===== config.mk =====
export PLATFORM = sky130hd
export DESIGN_NAME = gradient_polar_pseudocolor
export DESIGN_NICKNAME = d
export VERILOG_FILES = /design/src/sv/gpp_pkg.sv /design/src/sv/gradient_polar_pseudocolor.sv /design/src/sv/gpp_ctrl.sv /design/src/sv/gpp_datapath.sv
export VERILOG_INCLUDE_DIRS = /design/src /design/src/sv
export SDC_FILE = /design/constraint.sdc
export NUM_CORES = 2
export LEC_CHECK = 0
export BUFFER_PORTS_ARGS = -buffer_cell sky130_fd_sc_hd__clkbuf_2
export CORE_MARGIN = 1.5
export CORE_UTILIZATION = 55
export CTS_CLUSTER_DIAMETER = 60
export DETAILED_ROUTE_END_ITERATION = 8
export GPL_TIMING_DRIVEN = 0
export PLACE_DENSITY = 0.74
export SYNTH_ARGS = -nofsm -noshare
export SYNTH_HDL_FRONTEND = slang
export SYNTH_SLANG_ARGS = --single-unit

===== constraint.sdc =====
create_clock -name clk -period 11.9 [get_ports clk]
set_input_delay 1.19 -clock clk [delete_from_list [all_inputs] [get_ports clk]]
set_output_delay 1.19 -clock clk [all_outputs]
set_load 0.02 [all_outputs]

===== src/sv/gradient_polar_pseudocolor_assert.svh =====
`ifndef GRADIENT_POLAR_PSEUDOCOLOR_ASSERT_SVH
`define GRADIENT_POLAR_PSEUDOCOLOR_ASSERT_SVH

// cause implies effect in the same cycle
`define GPP_ASSERT_NOW(label, clk, rst_n, cause, effect, msg) \
  label: assert property (@(posedge clk) disable iff (!rst_n) (cause) |-> (effect)) \
    else $error(msg);

// cause implies effect in the next cycle
`define GPP_ASSERT_NEXT(label, clk, rst_n, cause, effect, msg) \
  label: assert property (@(posedge clk) disable iff (!rst_n) (cause) |=> (effect)) \
    else $error(msg);

`endif


===== src/sv/gpp_pkg.sv =====
package gpp_pkg;

  localparam int MAG_BITS_DEF   = 16;
  localparam int PHASE_BITS_DEF = 12;

  // angle as a 16-bit fraction of a turn
  localparam int ANG_BITS = 16;

  // saturation quotient bits below the binary point (q1.15)
  localparam int FRAC_BITS    = 15;
  localparam int DIV_CNT_BITS = 4;

  localparam logic [ANG_BITS-1:0] SHIFT_GREEN = 16'd21845;
  localparam logic [ANG_BITS-1:0] SHIFT_BLUE  = 16'd43691;

  // cosine series in q28
  localparam int T_W = 31;
  localparam logic [14:0] X_SCALE  = 15'd25736;
  localparam logic [28:0] Q28_ONE  = 29'h1000_0000;
  // exact reciprocals, ceil(2^k / d)
  localparam logic [27:0] RECIP_7  = 28'd153391690;   // k = 30
  localparam logic [29:0] RECIP_15 = 30'd572662307;   // k = 33
  localparam logic [28:0] RECIP_3  = 29'd357913942;   // k = 30

  typedef enum logic [3:0] {
    OP_IDLE,
    OP_DIV_INIT,
    OP_DIV_STEP,
    OP_X,
    OP_X2,
    OP_T7,
    OP_P,
    OP_T15,
    OP_T3,
    OP_TFIN,
    OP_COS,
    OP_PROD,
    OP_SCALE,
    OP_EMIT
  } op_t;

  typedef enum logic [1:0] {
    CH_RED,
    CH_GREEN,
    CH_BLUE
  } chan_t;

  typedef enum logic [3:0] {
    ST_IDLE,
    ST_DIV_INIT,
    ST_DIV,
    ST_X,
    ST_X2,
    ST_T7,
    ST_P7,
    ST_T15,
    ST_P15,
    ST_T3,
    ST_P3,
    ST_TFIN,
    ST_COS,
    ST_PROD,
    ST_SCALE,
    ST_EMIT
  } state_t;

  typedef struct packed {
    logic  load;
    op_t   op;
    chan_t ch;
  } gpp_cmd_t;

endpackage


===== src/sv/gradient_polar_pseudocolor.sv =====
// statistics item (in_kind low): taken while idle, busy stays low, next item next cycle
// color item: busy through divide, channel steps and emit; out_valid is registered from the emit state
// color items: no new item is taken until the last is through the 15-step divider and the
// shared multiplier running 12 steps per channel for three channels
// results cannot be stalled; synchronous active-low reset clears min/max and control
`include "gradient_polar_pseudocolor_assert.svh"

module gradient_polar_pseudocolor #(
  parameter int MAG_BITS   = gpp_pkg::MAG_BITS_DEF,
  parameter int PHASE_BITS = gpp_pkg::PHASE_BITS_DEF
) (
  input  logic                  clk,
  input  logic                  rst_n,
  // input item channel
  input  logic                  start,
  output logic                  busy,
  input  logic                  in_kind,
  input  logic                  in_start_of_frame,
  input  logic [MAG_BITS-1:0]   in_magnitude,
  input  logic [PHASE_BITS-1:0] in_phase,
  input  logic                  in_last_pixel,
  // result channel
  output logic                  out_valid,
  output logic [7:0]            out_red,
  output logic [7:0]            out_green,
  output logic [7:0]            out_blue,
  output logic                  out_last_out
);
  import gpp_pkg::*;

  // command word from the sequencer to the datapath:
  //   load  capture the item (and merge stats for a statistics item)
  //   op    which step of the divider / cosine series / channel math runs
  //   ch    which color channel the cosine steps work on
  gpp_cmd_t cmd;

  // sequencer: idle, saturation divide (one quotient bit per cycle),
  // then per channel a fixed series of multiplier steps, then an emit step
  gpp_ctrl u_ctrl (
    .clk     (clk),
    .rst_n   (rst_n),
    .start   (start),
    .in_kind (in_kind),
    .busy    (busy),
    .cmd     (cmd)
  );

  // datapath: min/max tracking, restoring divider for the q1.15 saturation,
  // one shared 32x32 multiplier that evaluates the cosine polynomial in q28
  // with reciprocal multiplies for the constant divides, then 255*num>>31
  gpp_datapath #(
    .MAG_BITS   (MAG_BITS),
    .PHASE_BITS (PHASE_BITS)
  ) u_datapath (
    .clk               (clk),
    .rst_n             (rst_n),
    .cmd               (cmd),
    .in_kind           (in_kind),
    .in_start_of_frame (in_start_of_frame),
    .in_magnitude      (in_magnitude),
    .in_phase          (in_phase),
    .in_last_pixel     (in_last_pixel),
    .out_valid         (out_valid),
    .out_red           (out_red),
    .out_green         (out_green),
    .out_blue          (out_blue),
    .out_last_out      (out_last_out)
  );

  // result strobe only shows up once the sequencer has gone back to idle
  `GPP_ASSERT_NOW(a_strobe_when_idle, clk, rst_n, out_valid, !busy, "strobe while busy")
  // strobe lasts exactly one cycle
  `GPP_ASSERT_NEXT(a_strobe_single, clk, rst_n, out_valid, !out_valid, "strobe held")
  // a color item starts the sequencer
  `GPP_ASSERT_NEXT(a_color_busy, clk, rst_n, start && !busy && in_kind, busy,
                   "color item not started")
  // a statistics item leaves the block ready
  `GPP_ASSERT_NEXT(a_stats_ready, clk, rst_n, start && !busy && !in_kind, !busy,
                   "statistics item stalled")

endmodule


===== src/sv/gpp_ctrl.sv =====
module gpp_ctrl (
  input  logic             clk,
  input  logic             rst_n,
  input  logic             start,
  input  logic             in_kind,
  output logic             busy,
  output gpp_pkg::gpp_cmd_t cmd
);
  import gpp_pkg::*;

  state_t                  state_r, state_nxt;
  logic [DIV_CNT_BITS-1:0] cnt_r, cnt_nxt;
  chan_t                   ch_r, ch_nxt;

  always_ff @(posedge clk) begin
    if (!rst_n) begin
      state_r <= ST_IDLE;
      cnt_r   <= '0;
      ch_r    <= CH_RED;
    end else begin
      state_r <= state_nxt;
      cnt_r   <= cnt_nxt;
      ch_r    <= ch_nxt;
    end
  end

  always_comb begin
    state_nxt = state_r;
    cnt_nxt   = cnt_r;
    ch_nxt    = ch_r;
    cmd.load  = 1'b0;
    cmd.op    = OP_IDLE;
    cmd.ch    = ch_r;
    unique case (state_r)
      ST_IDLE: begin
        cmd.load = start;
        if (start && in_kind) begin
          state_nxt = ST_DIV_INIT;
        end
      end
      ST_DIV_INIT: begin
        cmd.op    = OP_DIV_INIT;
        cnt_nxt   = '0;
        state_nxt = ST_DIV;
      end
      ST_DIV: begin
        cmd.op  = OP_DIV_STEP;
        cnt_nxt = cnt_r + DIV_CNT_BITS'(1);
        if (cnt_r == DIV_CNT_BITS'(FRAC_BITS - 1)) begin
          ch_nxt    = CH_RED;
          state_nxt = ST_X;
        end
      end
      ST_X: begin
        cmd.op    = OP_X;
        state_nxt = ST_X2;
      end
      ST_X2: begin
        cmd.op    = OP_X2;
        state_nxt = ST_T7;
      end
      ST_T7: begin
        cmd.op    = OP_T7;
        state_nxt = ST_P7;
      end
      ST_P7: begin
        cmd.op    = OP_P;
        state_nxt = ST_T15;
      end
      ST_T15: begin
        cmd.op    = OP_T15;
        state_nxt = ST_P15;
      end
      ST_P15: begin
        cmd.op    = OP_P;
        state_nxt = ST_T3;
      end
      ST_T3: begin
        cmd.op    = OP_T3;
        state_nxt = ST_P3;
      end
      ST_P3: begin
        cmd.op    = OP_P;
        state_nxt = ST_TFIN;
      end
      ST_TFIN: begin
        cmd.op    = OP_TFIN;
        state_nxt = ST_COS;
      end
      ST_COS: begin
        cmd.op    = OP_COS;
        state_nxt = ST_PROD;
      end
      ST_PROD: begin
        cmd.op    = OP_PROD;
        state_nxt = ST_SCALE;
      end
      ST_SCALE: begin
        cmd.op = OP_SCALE;
        case (ch_r)
          CH_RED: begin
            ch_nxt    = CH_GREEN;
            state_nxt = ST_X;
          end
          CH_GREEN: begin
            ch_nxt    = CH_BLUE;
            state_nxt = ST_X;
          end
          default: begin
            state_nxt = ST_EMIT;
          end
        endcase
      end
      ST_EMIT: begin
        cmd.op    = OP_EMIT;
        state_nxt = ST_IDLE;
      end
      default: begin
        state_nxt = ST_IDLE;
      end
    endcase
  end

  assign busy = (state_r != ST_IDLE);

endmodule


===== src/sv/gpp_datapath.sv =====
module gpp_datapath #(
  parameter int MAG_BITS   = gpp_pkg::MAG_BITS_DEF,
  parameter int PHASE_BITS = gpp_pkg::PHASE_BITS_DEF
) (
  input  logic                  clk,
  input  logic                  rst_n,
  input  gpp_pkg::gpp_cmd_t     cmd,
  input  logic                  in_kind,
  input  logic                  in_start_of_frame,
  input  logic [MAG_BITS-1:0]   in_magnitude,
  input  logic [PHASE_BITS-1:0] in_phase,
  input  logic                  in_last_pixel,
  output logic                  out_valid,
  output logic [7:0]            out_red,
  output logic [7:0]            out_green,
  output logic [7:0]            out_blue,
  output logic                  out_last_out
);
  import gpp_pkg::*;

  // frame statistics
  logic [MAG_BITS-1:0] min_r, max_r;

  // captured item
  logic [MAG_BITS-1:0] mag_r;
  logic [ANG_BITS-1:0] ang_r;
  logic                last_r;

  // saturation divider
  logic [MAG_BITS-1:0]  range_r, rem_r;
  logic [FRAC_BITS-1:0] quot_r;
  logic                 zero_r, sat_r;

  // cosine and channel
  logic [28:0]        x_r;
  logic [29:0]        x2_r, p_r;
  logic [T_W-1:0]     t_r;
  logic               neg_r;
  logic signed [16:0] cos_r;
  logic [31:0]        num_r;

  logic [7:0] red_r, green_r, blue_r;
  logic       last_out_r, valid_r;

  logic [MAG_BITS-1:0] range_w, diff_w;
  logic [MAG_BITS:0]   shl_w;
  logic                ge_w;
  logic [ANG_BITS-1:0] ang_ch_w;
  logic [1:0]          quad_w;
  logic [14:0]         rq_w;
  logic [15:0]         m_w;
  logic [28:0]         tc_w;
  logic [29:0]         rnd_w;
  logic [16:0]         c_w;
  logic [17:0]         omc_w;
  logic [31:0]         mul_a, mul_b;
  logic [63:0]         mul_p;
  logic [8:0]          scale_w;
  logic [7:0]          chan_w;

  assign range_w = (max_r > min_r) ? (max_r - min_r) : '0;
  assign diff_w  = (mag_r > min_r) ? (mag_r - min_r) : '0;

  assign shl_w = {rem_r, 1'b0};
  assign ge_w  = (shl_w >= {1'b0, range_r});

  always_comb begin
    case (cmd.ch)
      CH_GREEN: ang_ch_w = ang_r - SHIFT_GREEN;
      CH_BLUE:  ang_ch_w = ang_r - SHIFT_BLUE;
      default:  ang_ch_w = ang_r;
    endcase
  end

  // fold to the first quadrant, odd quadrants mirror
  assign quad_w = ang_ch_w[ANG_BITS-1 -: 2];
  assign rq_w   = quad_w[0] ? (15'd16384 - {1'b0, ang_ch_w[13:0]})
                            : {1'b0, ang_ch_w[13:0]};

  assign m_w = zero_r ? 16'd0 : (sat_r ? 16'd32768 : {1'b0, quot_r});

  // clamp and round q28 to q15
  assign tc_w  = t_r[T_W-1] ? 29'd0 : ((t_r > T_W'(Q28_ONE)) ? Q28_ONE : t_r[28:0]);
  assign rnd_w = 30'(tc_w) + 30'd4096;
  assign c_w   = rnd_w[29:13];

  assign omc_w = 18'd32768 - {cos_r[16], cos_r};

  always_comb begin
    case (cmd.op)
      OP_X: begin
        mul_a = 32'(rq_w);
        mul_b = 32'(X_SCALE);
      end
      OP_X2: begin
        mul_a = 32'(x_r);
        mul_b = 32'(x_r);
      end
      OP_T7: begin
        mul_a = 32'(x2_r[29:3]);
        mul_b = 32'(RECIP_7);
      end
      OP_P: begin
        mul_a = 32'(x2_r);
        mul_b = 32'(t_r[28:0]);
      end
      OP_T15: begin
        mul_a = 32'(p_r[29:1]);
        mul_b = 32'(RECIP_15);
      end
      OP_T3: begin
        mul_a = 32'(p_r[29:2]);
        mul_b = 32'(RECIP_3);
      end
      OP_PROD: begin
        mul_a = 32'(m_w);
        mul_b = 32'(omc_w[16:0]);
      end
      OP_SCALE: begin
        mul_a = num_r;
        mul_b = 32'd255;
      end
      default: begin
        mul_a = '0;
        mul_b = '0;
      end
    endcase
  end

  assign mul_p   = 64'(mul_a) * 64'(mul_b);
  assign scale_w = mul_p[39:31];
  assign chan_w  = (scale_w > 9'd255) ? 8'd255 : scale_w[7:0];

  always_ff @(posedge clk) begin
    if (!rst_n) begin
      min_r   <= '0;
      max_r   <= '0;
      valid_r <= 1'b0;
    end else begin
      valid_r <= (cmd.op == OP_EMIT);
      if (cmd.load && !in_kind) begin
        if (in_start_of_frame) begin
          min_r <= in_magnitude;
          max_r <= in_magnitude;
        end else begin
          if (in_magnitude > max_r) begin
            max_r <= in_magnitude;
          end
          if (in_magnitude < min_r) begin
            min_r <= in_magnitude;
          end
        end
      end
    end
  end

  always_ff @(posedge clk) begin
    if (cmd.load) begin
      mag_r  <= in_magnitude;
      ang_r  <= ANG_BITS'(in_phase) << (ANG_BITS - PHASE_BITS);
      last_r <= in_last_pixel;
    end
    case (cmd.op)
      OP_DIV_INIT: begin
        range_r <= range_w;
        rem_r   <= diff_w;
        quot_r  <= '0;
        zero_r  <= (range_w == '0);
        sat_r   <= (diff_w >= range_w);
      end
      OP_DIV_STEP: begin
        if (ge_w) begin
          rem_r <= MAG_BITS'(shl_w - {1'b0, range_r});
        end else begin
          rem_r <= shl_w[MAG_BITS-1:0];
        end
        quot_r <= {quot_r[FRAC_BITS-2:0], ge_w};
      end
      OP_X: begin
        x_r   <= mul_p[28:0];
        neg_r <= quad_w[1] ^ quad_w[0];
      end
      OP_X2:   x2_r <= mul_p[57:28];
      OP_T7:   t_r  <= T_W'(Q28_ONE) - T_W'(mul_p[58:30]);
      OP_P:    p_r  <= mul_p[57:28];
      OP_T15:  t_r  <= T_W'(Q28_ONE) - T_W'(mul_p[61:33]);
      OP_T3:   t_r  <= T_W'(Q28_ONE) - T_W'(mul_p[58:30]);
      OP_TFIN: t_r  <= T_W'(Q28_ONE) - T_W'(p_r[29:1]);
      OP_COS:  cos_r <= neg_r ? $signed(17'd0 - c_w) : $signed(c_w);
      OP_PROD: num_r <= 32'h8000_0000 - mul_p[31:0];
      OP_SCALE: begin
        case (cmd.ch)
          CH_RED:   red_r   <= chan_w;
          CH_GREEN: green_r <= chan_w;
          default:  blue_r  <= chan_w;
        endcase
      end
      OP_EMIT: last_out_r <= last_r;
      default: ;
    endcase
  end

  assign out_valid    = valid_r;
  assign out_red      = red_r;
  assign out_green    = green_r;
  assign out_blue     = blue_r;
  assign out_last_out = last_out_r;

endmodule


==> out/results.md <==
| Parameter | Value | Unit |
|:---|:---|:---|
| # DRC | 9 | - |
| Delay of the slowest cell on the worst path | 0.78 | ns |
| Maximum number of pins on one net before global-route repair | 31 | - |
| Path class of the lowest-slack min-delay path | flip-flop to flip-flop | - |
| Clock root buffer master | sky130_fd_sc_hd__clkbuf_16 | - |
| Fin. Hold Viols | 0 | - |
| Vias in the first global route | 43100 | - |
| Die outline width | 306 | um |
| Number of antenna violations at the first check in global routing | 4 | - |
| Initial cell density of the core | 55.8 | % |
| Number of core rows | 110 | - |
| Post-detail-place hpwl | 162000 | um |
| Post-layout power | 4480 | uW |
| Placed cell count | 6835 | - |
| TritonCTS clock tree | built | - |
| Kind of end point of the critical path | flip-flop | - |
| Post-synth top flop | sky130_fd_sc_hd__edfxtp_1 | - |
| Layout cell share with drive strength beyond 1 | 11.1 | % |
| Average cell area after synthesis | 9.13 | um^2 |
| Setup slack, reg-to-reg | 0.18 | ns |
| Synth Warn # | 0 | - |
| Aggregate routed wire length | 196000 | um |
| First-pass GRT wire length | 285000 | um |
| Initial DRC Count | 5670 | - |
| Post-detailed-route via-to-cell ratio | 6.16 | - |
| Highest clock rate | 85.3 | MHz |
| Synth async-reset ratio | 0 | % |
| Type of element launching the critical path | flip-flop | - |
| Kind of cell adding the most delay to the critical path | adder cells | - |
| FILL cells | 7786 | - |
| Critical-path top delay cell | sky130_fd_sc_hd__a311oi_1 | - |
| Areal power density over the cells | 79.9 | nW/um^2 |
| Count of distinct cell types in the synthesized netlist | 111 | - |
| Total setup violations reported at the end of the flow | 0 | - |
| Synth Instances | 5529 | - |
| Design area | 56000 | um^2 |
| GP Congestion | 1.04 | - |
| Startpoint of the worst-slack reg-to-reg timing path | u_datapath.ang_r[4] | - |
| Number of sinks driven by the clock tree | 314 | - |
| Hold Path End | u_datapath.out_last_out | - |
| Number of top-level design ports | 61 | - |
| Net count reported at finish | 7015 | - |
| Number of iterations in the first detailed-routing pass | 9 | - |
| Min-Delay Path Depth | 0 | - |
| Leak | 0.0263 | uW |
| Routed via count | 43000 | - |
| Global router's overall resource usage | 42.0 | % |
| Placed Area | 52900 | um^2 |
| Slew at the pin closest to its max-slew limit | 1.44 | ns |
| I/O Buffers | 60 | - |
| Number of flops mapped to enable cells by yosys | 271 | - |
| Final critical delay including setup and external delays | 11.72 | ns |
| Placeable core region | 90400 | um^2 |
| WL/cell | 28.0 | um |
| Number of routed nets with antenna violations | 0 | - |
| Critical path fanouts, max | 10 | - |
| Kind of critical path | flip-flop to flip-flop | - |
| Worst supply voltage drop on vdd | 0.139 | mV |
| Failing checks | design-rule violations | - |
| Cell area after synthesis | 50500 | um^2 |
| Number of buffers created by CTS | 36 | - |
| Max Transition Viols Final | 0 | - |
| Data arrival, critical path | 12.01 | ns |
| Number of synthesized register bits | 314 | - |
| Worst-case reg-to-reg path depth | 45 | - |
| End of the worst register-to-register path | u_datapath.t_r[26] | - |
| Outcome | finished, violations left | - |
| Clock latency on the worst-skew pair | 0.55 | ns |
| Setup repair after global routing missed its margin | true | - |
| Worst-case clock buffer depth | 3 | - |
| Number of buffer and inverter stages on the critical path | 12 | - |
| Largest clock skew in the final design | 0.0262 | ns |
| Sequential-to-total area share from yosys stat | 17.8 | % |
| Die outline height | 306 | um |
| Clock-pin slew of the registers on the worst-case setup and hold paths | 0.06 | ns |
| Hold_sp | u_datapath.last_r | - |
| Critical Path RT | 12.18 | ns |
| Headroom to the max-slew limit | 3.92 | % |
| Area added between synthesis and finish | 11.0 | % |
| GRT overflow | 0 | - |
| Final clock period utilization by the worst path | 98.5 | % |
| DIE AREA | 93600 | um^2 |
| Post-route insts no fill | 6987 | - |
| CTS H-tree depth | 2 | - |
| Max-cap viol count | 0 | - |
## cells in the mapped netlist, types with 36 or more instances
master | count | area (um^2)
sky130_fd_sc_hd__dfxtp_1 | 43 | 861
sky130_fd_sc_hd__o21a_1 | 36 | 270
sky130_fd_sc_hd__nor3_1 | 56 | 280
sky130_fd_sc_hd__a21o_1 | 68 | 510
sky130_fd_sc_hd__nand2_1 | 906 | 3400
sky130_fd_sc_hd__clkbuf_1 | 219 | 822
sky130_fd_sc_hd__nor2_1 | 405 | 1520
sky130_fd_sc_hd__nand4_1 | 46 | 288
sky130_fd_sc_hd__edfxtp_1 | 271 | 8140
sky130_fd_sc_hd__fa_1 | 839 | 16800
sky130_fd_sc_hd__ha_1 | 359 | 4490
sky130_fd_sc_hd__inv_1 | 1015 | 3810
sky130_fd_sc_hd__mux2i_1 | 44 | 440
sky130_fd_sc_hd__a21oi_1 | 160 | 801
sky130_fd_sc_hd__xnor2_1 | 121 | 1060
sky130_fd_sc_hd__a221oi_1 | 44 | 385
sky130_fd_sc_hd__and2_1 | 118 | 738
sky130_fd_sc_hd__xor2_1 | 76 | 666
sky130_fd_sc_hd__nand3_1 | 51 | 255
sky130_fd_sc_hd__o21ai_0 | 135 | 676
## area by class of cell
type | instances | area [um^2] | area share [%]
clock inverters | 23 | 174 | 0.310
multi-input cells | 3983 | 37700 | 67.3
inverters | 1018 | 3830 | 6.83
plain buffers | 247 | 1500 | 2.68
repair buffers | 183 | 1420 | 2.54
well taps | 1176 | 1470 | 2.63
clock buffers | 41 | 920 | 1.64
diodes | 2 | 5.00 | 0.00893
flip-flops and latches | 314 | 9000 | 16.1
## cells in the final DEF (no fill, tap or decap), types with 19 or more instances in the layout
cell type / netlist / final
sky130_fd_sc_hd__o21a_1: 36 / 33
sky130_fd_sc_hd__fa_1: 839 / 837
sky130_fd_sc_hd__nand2b_1: 20 / 20
sky130_fd_sc_hd__clkbuf_2: 0 / 135
sky130_fd_sc_hd__clkbuf_16: 0 / 36
sky130_fd_sc_hd__a21oi_1: 160 / 145
sky130_fd_sc_hd__nor2_1: 405 / 393
sky130_fd_sc_hd__xor2_1: 76 / 70
sky130_fd_sc_hd__clkbuf_4: 0 / 38
sky130_fd_sc_hd__conb_1: 2 / 45
sky130_fd_sc_hd__inv_1: 1015 / 1013
sky130_fd_sc_hd__nand4_1: 46 / 46
sky130_fd_sc_hd__nand3_1: 51 / 46
sky130_fd_sc_hd__buf_4: 1 / 107
sky130_fd_sc_hd__o21ai_1: 13 / 19
sky130_fd_sc_hd__o21ai_0: 135 / 119
sky130_fd_sc_hd__buf_6: 2 / 19
sky130_fd_sc_hd__a221oi_1: 44 / 25
sky130_fd_sc_hd__a21o_1: 68 / 65
sky130_fd_sc_hd__xnor2_1: 121 / 113
sky130_fd_sc_hd__or2_2: 20 / 20
sky130_fd_sc_hd__clkbuf_1: 219 / 84
sky130_fd_sc_hd__edfxtp_1: 271 / 271
sky130_fd_sc_hd__dfxtp_1: 43 / 42
sky130_fd_sc_hd__and2_1: 118 / 118
sky130_fd_sc_hd__nor3_1: 56 / 49
sky130_fd_sc_hd__nand2_1: 906 / 901
sky130_fd_sc_hd__nor2b_1: 25 / 25
sky130_fd_sc_hd__a221o_1: 29 / 19
sky130_fd_sc_hd__mux2i_1: 44 / 44
sky130_fd_sc_hd__a222oi_1: 25 / 25
sky130_fd_sc_hd__ha_1: 359 / 353
sky130_fd_sc_hd__a22oi_1: 24 / 23
## cell families after synthesis
logic type                 count (synthesis)  synth area share [%]
and+or+nand+nor                         1759                  15.5
adders and majority gates               1198                  42.2
AOI/OAI and AO/OA                        733                  10.2
DFF                                      314                  17.8
other                                      2                0.0149
buffers and inverters                   1275                  9.79
xor gates and xnor gates                 198                  3.45
muxes                                     50                  1.01
## report_power, final
| part | internal (uW) | switching (uW) | total [uW] |
|---|---|---|---|
| Combinational | 734 | 1250 | 1990 |
| Clock | 585 | 488 | 1070 |
| Sequential | 1350 | 64.1 | 1420 |
| Total | 2670 | 1810 | 4480 |
## how the worst max path moves through the flow
stage,cells past startpoint,start,slack (ns),to
CTS,35,u_ctrl.state_r[0],0.003,u_datapath.t_r[22]
global placement,35,u_ctrl.state_r[3],-3.47,u_datapath.t_r[18]
floorplan,38,u_ctrl.state_r[3],0.52,u_datapath.t_r[28]
global route,46,u_datapath.ang_r[4],-0.10,u_datapath.t_r[28]
finish,45,u_datapath.ang_r[4],0.18,u_datapath.t_r[26]
detailed placement,39,u_ctrl.state_r[2],-2.83,u_datapath.t_r[18]
## per-stage QoR
stage	hold WS, ns	setup TNS, ns	setup slack, ns	util, %
detailed placement	0.417	-176.08	-2.83	58.5
global route	0.438	-0.491	-0.102	62.0
floorplan	0.400	0	0.515	-
finish	0.428	0	0.177	62.0
global placement	0.401	-267.61	-3.47	58.0
CTS	0.432	0	0.00328	60.7
## routing by layer
metal / wire length, um / part of all wire, % / GRT usage (%)
met5: 26 / 0.013 / 0
met2: 83000 / 42 / 62.7
met3: 23800 / 12 / 10.4
met1: 74500 / 38 / 56.2
met4: 14400 / 7.4 / 23.9
## flip-flops by register name, summed over array words and instances (netlist names), 17 cells and up
register	cells
u_datapath.x_r	29
u_datapath.num_r	32
u_datapath.t_r	30
u_datapath.p_r	29
u_datapath.cos_r	17
u_datapath.x2_r	30
## repair_timing
action | in CTS | in global routing
pin swaps | 22 | 63
gates cloned | 0 | 1
hold buffers | 0 | 0
buffers inserted | 29 | 65
setup endpoints to repair | 136 | 36
resized for setup | 269 | 209
Note: power is estimated with default switching activity, not from simulation.
